==> src/design/rslp_pkg.sv <==
package rslp_pkg;

  localparam int VALUE_BITS = 32;
  localparam int OUT_BITS   = 32;

  localparam logic [7:0] CH_MINUS = 8'h2d;
  localparam logic [7:0] CH_ZERO  = 8'h30;
  localparam logic [7:0] CH_ONE   = 8'h31;
  localparam logic [7:0] CH_NINE  = 8'h39;
  localparam logic [7:0] CH_UA    = 8'h41;
  localparam logic [7:0] CH_UF    = 8'h46;
  localparam logic [7:0] CH_LA    = 8'h61;
  localparam logic [7:0] CH_LF    = 8'h66;
  localparam logic [7:0] CH_UB    = 8'h42;
  localparam logic [7:0] CH_UD    = 8'h44;
  localparam logic [7:0] CH_UH    = 8'h48;
  localparam logic [7:0] CH_LB    = 8'h62;
  localparam logic [7:0] CH_LD    = 8'h64;
  localparam logic [7:0] CH_LH    = 8'h68;

  localparam logic [3:0] TEN_MINUS_A = 4'd10;

  typedef enum logic [1:0] {
    RADIX_DEC = 2'd0,
    RADIX_BIN = 2'd1,
    RADIX_HEX = 2'd2,
    RADIX_BAD = 2'd3
  } radix_t;

  typedef logic [VALUE_BITS-1:0] acc_t;

  typedef struct packed {
    logic signed [OUT_BITS-1:0] value;
    radix_t                     kind;
  } result_t;

  function automatic logic is_dec(input logic [7:0] c);
    return (c >= CH_ZERO) && (c <= CH_NINE);
  endfunction

  function automatic logic [2:0] digit_class(input logic [7:0] c);
    logic [2:0] m;
    m = 3'b000;
    if (is_dec(c)) m = m | 3'b101;
    if ((c == CH_ZERO) || (c == CH_ONE)) m = m | 3'b010;
    if (((c >= CH_UA) && (c <= CH_UF)) || ((c >= CH_LA) && (c <= CH_LF))) m = m | 3'b100;
    return m;
  endfunction

  function automatic logic [3:0] dec_value(input logic [7:0] c);
    logic [7:0] d;
    d = c - CH_ZERO;
    return is_dec(c) ? d[3:0] : 4'd0;
  endfunction

  function automatic logic [3:0] hex_value(input logic [7:0] c);
    logic [7:0] d;
    d = 8'd0;
    if (is_dec(c)) d = c - CH_ZERO;
    else if ((c >= CH_UA) && (c <= CH_UF)) d = c - CH_UA + 8'(TEN_MINUS_A);
    else if ((c >= CH_LA) && (c <= CH_LF)) d = c - CH_LA + 8'(TEN_MINUS_A);
    return d[3:0];
  endfunction

  function automatic acc_t dec_step(input acc_t s, input logic [7:0] c);
    return (s << 3) + (s << 1) + VALUE_BITS'(dec_value(c));
  endfunction

  function automatic acc_t bin_step(input acc_t s, input logic [7:0] c);
    return {s[VALUE_BITS-2:0], c[0]};
  endfunction

  function automatic acc_t hex_step(input acc_t s, input logic [7:0] c);
    return {s[VALUE_BITS-5:0], hex_value(c)};
  endfunction

  function automatic logic [OUT_BITS-1:0] finish_value(input acc_t s, input logic neg);
    acc_t        v;
    logic [63:0] ext;
    v   = neg ? (VALUE_BITS'(0) - s) : s;
    ext = 64'(signed'(v));
    return ext[OUT_BITS-1:0];
  endfunction

endpackage

==> src/design/radix_suffix_literal_parser_top.sv <==
// Parses an assembler number literal whose base is given by a trailing suffix.
// The input channel carries one ASCII character per item on in_symbol, with
// in_last high on the final character of the literal. A leading minus sign
// negates the value; a final d/D, b/B or h/H selects decimal, binary or
// hexadecimal, and any other final character is a decimal digit.
// The output channel carries one item per literal: out_value, a wrapping
// 32-bit two's-complement value, and out_radix_kind (0 decimal, 1 binary,
// 2 hexadecimal, 3 invalid with a value of zero).
// One character is accepted in every cycle while in_stall is low. The result
// appears on the output register in the cycle after the final character is
// accepted; the decimal, binary and hexadecimal accumulators run side by side,
// so the base does not delay the result.
// Reset is synchronous and active low; it empties the output register and
// starts a new literal.
// While out_stall holds a waiting result, in_stall is raised and the result
// stays unchanged; otherwise a new character is taken even as the result
// leaves.
module radix_suffix_literal_parser_top (
  input  logic                                 clk,
  input  logic                                 rst_n,
  input  logic                                 in_valid,
  output logic                                 in_stall,
  input  logic [7:0]                           in_symbol,
  input  logic                                 in_last,
  output logic                                 out_valid,
  input  logic                                 out_stall,
  output logic signed [rslp_pkg::OUT_BITS-1:0] out_value,
  output logic [1:0]                           out_radix_kind
);
  import rslp_pkg::*;

  logic    take;
  logic    fire;
  logic    busy;
  result_t result;

  assign in_stall = busy;
  assign take     = in_valid && !busy;

  rslp_accum u_accum (
    .clk    (clk),
    .rst_n  (rst_n),
    .take   (take),
    .symbol (in_symbol),
    .last   (in_last),
    .fire   (fire),
    .result (result)
  );

  rslp_out_reg u_out_reg (
    .clk            (clk),
    .rst_n          (rst_n),
    .load           (fire),
    .result         (result),
    .out_stall      (out_stall),
    .busy           (busy),
    .out_valid      (out_valid),
    .out_value      (out_value),
    .out_radix_kind (out_radix_kind)
  );

endmodule

==> src/design/rslp_accum.sv <==
module rslp_accum (
  input  logic              clk,
  input  logic              rst_n,
  input  logic              take,
  input  logic [7:0]        symbol,
  input  logic              last,
  output logic              fire,
  output rslp_pkg::result_t result
);
  import rslp_pkg::*;

  logic       at_start_r, at_start_nxt;
  logic       negative_r, negative_nxt;
  acc_t       dec_sum_r, dec_sum_nxt;
  acc_t       bin_sum_r, bin_sum_nxt;
  acc_t       hex_sum_r, hex_sum_nxt;
  logic [2:0] lead_ok_r, lead_ok_nxt;
  logic [2:0] body_ok_r, body_ok_nxt;

  logic [2:0] cls;
  logic       is_minus;
  acc_t       dec_base, bin_base, hex_base;
  acc_t       dec_acc, bin_acc, hex_acc;
  acc_t       sel_sum;
  logic [2:0] body_fin;
  logic [2:0] ok_mask;
  radix_t     kind;

  assign fire = take && last;

  always_comb begin
    cls      = digit_class(symbol);
    is_minus = (symbol == CH_MINUS);
    dec_base = at_start_r ? '0 : dec_sum_r;
    bin_base = at_start_r ? '0 : bin_sum_r;
    hex_base = at_start_r ? '0 : hex_sum_r;
    dec_acc  = dec_step(dec_base, symbol);
    bin_acc  = bin_step(bin_base, symbol);
    hex_acc  = hex_step(hex_base, symbol);

    body_fin = body_ok_r;
    kind     = RADIX_DEC;
    sel_sum  = dec_acc;
    case (symbol)
      CH_LD, CH_UD: begin
        kind    = RADIX_DEC;
        sel_sum = dec_sum_r;
      end
      CH_LB, CH_UB: begin
        kind    = RADIX_BIN;
        sel_sum = bin_sum_r;
      end
      CH_LH, CH_UH: begin
        kind    = RADIX_HEX;
        sel_sum = hex_sum_r;
      end
      default: begin
        kind     = RADIX_DEC;
        sel_sum  = dec_acc;
        body_fin = body_ok_r & cls;
      end
    endcase
    ok_mask = lead_ok_r & body_fin;

    if (at_start_r) begin
      if (is_minus) begin
        result.value = '0;
        result.kind  = RADIX_DEC;
      end else if (is_dec(symbol)) begin
        result.value = finish_value(dec_acc, 1'b0);
        result.kind  = RADIX_DEC;
      end else begin
        result.value = '0;
        result.kind  = RADIX_BAD;
      end
    end else if (ok_mask[kind]) begin
      result.value = finish_value(sel_sum, negative_r);
      result.kind  = kind;
    end else begin
      result.value = '0;
      result.kind  = RADIX_BAD;
    end

    at_start_nxt = at_start_r;
    negative_nxt = negative_r;
    dec_sum_nxt  = dec_sum_r;
    bin_sum_nxt  = bin_sum_r;
    hex_sum_nxt  = hex_sum_r;
    lead_ok_nxt  = lead_ok_r;
    body_ok_nxt  = body_ok_r;
    if (take) begin
      if (last) begin
        at_start_nxt = 1'b1;
        negative_nxt = 1'b0;
        dec_sum_nxt  = '0;
        bin_sum_nxt  = '0;
        hex_sum_nxt  = '0;
        lead_ok_nxt  = 3'b000;
        body_ok_nxt  = 3'b111;
      end else if (at_start_r) begin
        at_start_nxt = 1'b0;
        negative_nxt = is_minus;
        lead_ok_nxt  = is_minus ? 3'b111 : cls;
        body_ok_nxt  = 3'b111;
        dec_sum_nxt  = is_minus ? '0 : dec_acc;
        bin_sum_nxt  = is_minus ? '0 : bin_acc;
        hex_sum_nxt  = is_minus ? '0 : hex_acc;
      end else begin
        body_ok_nxt = body_ok_r & cls;
        dec_sum_nxt = dec_acc;
        bin_sum_nxt = bin_acc;
        hex_sum_nxt = hex_acc;
      end
    end
  end

  always_ff @(posedge clk) begin
    if (!rst_n) begin
      at_start_r <= 1'b1;
      negative_r <= 1'b0;
      dec_sum_r  <= '0;
      bin_sum_r  <= '0;
      hex_sum_r  <= '0;
      lead_ok_r  <= 3'b000;
      body_ok_r  <= 3'b111;
    end else begin
      at_start_r <= at_start_nxt;
      negative_r <= negative_nxt;
      dec_sum_r  <= dec_sum_nxt;
      bin_sum_r  <= bin_sum_nxt;
      hex_sum_r  <= hex_sum_nxt;
      lead_ok_r  <= lead_ok_nxt;
      body_ok_r  <= body_ok_nxt;
    end
  end

endmodule

==> src/design/rslp_out_reg.sv <==
module rslp_out_reg (
  input  logic                            clk,
  input  logic                            rst_n,
  input  logic                            load,
  input  rslp_pkg::result_t               result,
  input  logic                            out_stall,
  output logic                            busy,
  output logic                            out_valid,
  output logic signed [rslp_pkg::OUT_BITS-1:0] out_value,
  output logic [1:0]                      out_radix_kind
);
  import rslp_pkg::*;

  logic    valid_r, valid_nxt;
  result_t data_r;

  assign busy           = valid_r && out_stall;
  assign out_valid      = valid_r;
  assign out_value      = data_r.value;
  assign out_radix_kind = data_r.kind;

  always_comb begin
    valid_nxt = load ? 1'b1 : busy;
  end

  always_ff @(posedge clk) begin
    if (!rst_n) begin
      valid_r <= 1'b0;
    end else begin
      valid_r <= valid_nxt;
    end
  end

  always_ff @(posedge clk) begin
    if (load) begin
      data_r <= result;
    end
  end

endmodule

==> config.mk <==
export PLATFORM = sky130hd
export DESIGN_NAME = radix_suffix_literal_parser_top
export DESIGN_NICKNAME = d
export VERILOG_FILES = /design/src/design/rslp_pkg.sv /design/src/design/radix_suffix_literal_parser_top.sv /design/src/design/rslp_accum.sv /design/src/design/rslp_out_reg.sv
export SDC_FILE = /design/constraint.sdc
export NUM_CORES = 1
export LEC_CHECK = 0
export ABC_CLOCK_PERIOD_IN_PS = 8880
export BUFFER_PORTS_ARGS = -buffer_cell sky130_fd_sc_hd__buf_2
export CELL_PAD_IN_SITES_DETAIL_PLACEMENT = 0
export CELL_PAD_IN_SITES_GLOBAL_PLACEMENT = 2
export CORE_MARGIN = 3
export CORE_UTILIZATION = 38
export CTS_CLUSTER_DIAMETER = 150
export CTS_CLUSTER_SIZE = 24
export DETAILED_ROUTE_END_ITERATION = 7
export PLACE_DENSITY = 0.9
export SYNTH_ARGS = -nofsm -noshare
export SYNTH_HDL_FRONTEND = slang
export SYNTH_HIERARCHICAL = 1
export SYNTH_SLANG_ARGS = --single-unit
==> constraint.sdc <==
create_clock -name clk -period 8.88 [get_ports clk]
set_clock_uncertainty 0.1 [all_clocks]
set_input_delay 2.22 -clock clk [delete_from_list [all_inputs] [get_ports clk]]
set_output_delay 2.22 -clock clk [all_outputs]
set_load 0.05 [all_outputs]
==> reports/qor.yml <==
ys_ff_latch: 139
synthFlopType: "dfxtp_1"
antenna_left: 0
ys_seq_area_share_pct: 34.15
max-cap-violations: 0
worst_path_max_delay_cell: "or4_4"
seqPwrFrac_pct: 46.2
nNetsFinal: 1163
grt_max_degree: 97
hold_class: "reg2reg"
path_class: "in2reg"
timing_hold_violations_final: 0
drtIter0Drc: 929
cts.htree.levels: 4
hold_ws_ps: 346.1
p_switching_mw: 0.3706
num_rows: 56
p_leak_nw: 4.009
arrival_ps: 7400
clkTransAtPathRegs_ps: 60
start_util_pct: 38.84
dpl.cell_count: 1384
grt.total_usage_pct: 22.00
n_fill_cell: 2376
path_max_fanout: 7
synth_cell_type_count: 83
ir_worst_vdd_mv: 0.1142
viasPerCell: 5.970
netSwitchingFraction_pct: 26.05
finalSetupViolations: 0
rsz0062_at_grt: "no"
synth-async-reset-ratio_pct: 0
synthesis.nets: 1159
period_share_pct: 82.71
routabilityCongestion: 0.8906
clock_sinks: 139
clockBufferDepth: 2
grt_remaining_overflow: 0
synth_cells: 1080
grt_pass1_wl_um: 45160
finish.utilization_pct: 42.97
num_vias: 8454
die-area_mm2: 0.02596
root_buffer: "clkbuf_16"
finalNonFillerCells: 1416
die_w_um: 161.1
antenna_found_initial: 0
cts_hold_buffers: 0
slew_viol_final: 0
cts_setup_buffers: 0
cts_buffers: 17
power_frac_clock_pct: 47.2
synth_top_area_share_pct: 22.99
grt_pass1_vias: 7965
setup_tns_ps: 0
wl_um: 28530
status: "complete, no violations"
cts_resized: 0
slew_headroom_pct: 24.20
portBuffers: 48
fmax_mhz: 136.2
drive_gt1_share_pct: 11.39
p_int_mw: 1.052
drc: 0
avgSynthCellArea_um2: 8.466
area_delta_synth_final_pct: 10.63
synth_edf_count: 34
wl_per_cell_um: 20.15
syn-cell-area_mm2: 0.009144
yosys.area.top_type: "dfxtp_1"
cp-end-kind: "register"
synth_common_cells: "nor2_1 (147), dfxtp_1 (105), nand2_1 (90)"
dr.pass1.iters: 7
min_period_ps: 7344
clock_latency_ps: 420
setup_ws_ps: 1536
startpoint_type: "input port"
crit_required_ps: 8930
path_cells: "buf_2, inv_1, ha_1, o211ai_1, fa_1, inv_1, ha_1, a211oi_1, o21ai_0, xnor2_1, a31o_2, nand3_2, or4_4, or2_4, or4_4, o41ai_4, mux2i_1, o22ai_1"
die_h_um: 161.1
worst_slew_pin_slew_ps: 1137
post-place-ws_ps: 1236
num_antenna_cells: 0
cpPeakStageDelay_ps: 540
place_hpwl_um: 19950
io_pins: 49
power.density_mw_per_mm2: 140.6
synthTopCellsByArea: "dfxtp_1 (23%), edfxtp_1 (11%), ha_1 (8.8%), a22oi_1 (7.1%), nor2_1 (6.0%)"
cts_tree: "yes"
synth_most_common_cell: "nor2_1"
combPwrFrac_pct: 6.6
yosys_warnings: 6
design.core.area_mm2: 0.02354
critical path, delay by kind of cell:
kind | cells | cell delay, ps
AO/OA/AOI/OAI | 6 | 1750
AND/OR/NAND/NOR | 4 | 1380
adder cells (fa/ha/maj) | 3 | 960
XOR/XNOR | 1 | 460
buffers and inverters | 3 | 390
multiplexers | 1 | 230
power groups by stage:
stage	registers (mW)	clock network, mW	logic [mW]
floorplan	0.689	0	0.0465
global placement	0.671	0	0.0937
detailed placement	0.671	0	0.0935
CTS	0.657	0.682	0.0939
global route	0.657	0.708	0.101
finish	0.657	0.672	0.0941
metrics by stage:
step	area, um2	total power [mW]
final	10120	1.423
after global routing	10120	1.466
after global placement	9568	0.7645
after floorplan	9144	0.7357
after detailed placement	9568	0.7644
after CTS	10120	1.432
area by class of cell:
cell class	instances	area [um2]	share of cell area, %
Clock buffer	22	465.4	4.601
Clock inverter	10	82.58	0.8163
Inverter	21	78.83	0.7792
Multi-Input combinational cell	845	5637	55.72
Sequential cell	139	3123	30.87
Tap cell	319	399.1	3.946
Timing Repair Buffer	60	330.3	3.265
state kept, by name, summed over array words and instances, names as in the netlist:
name	count
u_accum/bin_sum_r	32
u_out_reg/out_radix_kind	2
u_accum/dec_sum_r	32
u_accum/lead_ok_r	3
u_out_reg/out_value	32
u_accum/hex_sum_r	32
u_accum/negative_r	1
u_accum/at_start_r	1
u_out_reg/out_valid	1
u_accum/body_ok_r	3
cell families after synthesis:
group | after synthesis | share of synthesized area [%]
multiplexers | 9 | 1.013
XOR/XNOR | 53 | 5.077
adder cells (fa/ha/maj) | 66 | 9.195
AO/OA/AOI/OAI | 347 | 26.27
AND/OR/NAND/NOR | 370 | 19.90
buffers and inverters | 96 | 4.392
flip-flops | 139 | 34.15
final timing paths:
kind / from / end / slack, ps / depth (start not counted)
worst max-delay path: in_symbol[0] / u_out_reg/out_value[31] / 1540 / 18
worst min-delay path: u_accum/lead_ok_r[2] / u_accum/lead_ok_r[2] / 350 / 2
worst max register to register: u_accum/at_start_r / u_out_reg/out_value[29] / 3310 / 16
worst min register to register: u_accum/lead_ok_r[2] / u_accum/lead_ok_r[2] / 350 / 2
per-layer routing:
| layer | global-route usage [%] | wire length (um) |
|---|---|---|
| met1 | 31.78 | 13430 |
| met3 | 4.078 | 1915 |
| met5 | 1.136 | 38 |
| met4 | 7.235 | 701 |
| met2 | 33.03 | 12450 |
layout by cell type, fill, tap and decap left out, types with 25 or more instances in the layout:
cell type  Yosys  layout
xor2_1        25      25
nand2_1       90      90
a21oi_1       67      66
xnor2_1       28      28
a22oi_1       86      86
o21ai_0       61      61
dfxtp_1      105     105
nor2b_1       32      32
buf_2          6      48
edfxtp_1      34      34
nor2_1       147     146
ha_1          64      64
No activity file was read; power rests on OpenSTA's default activity.
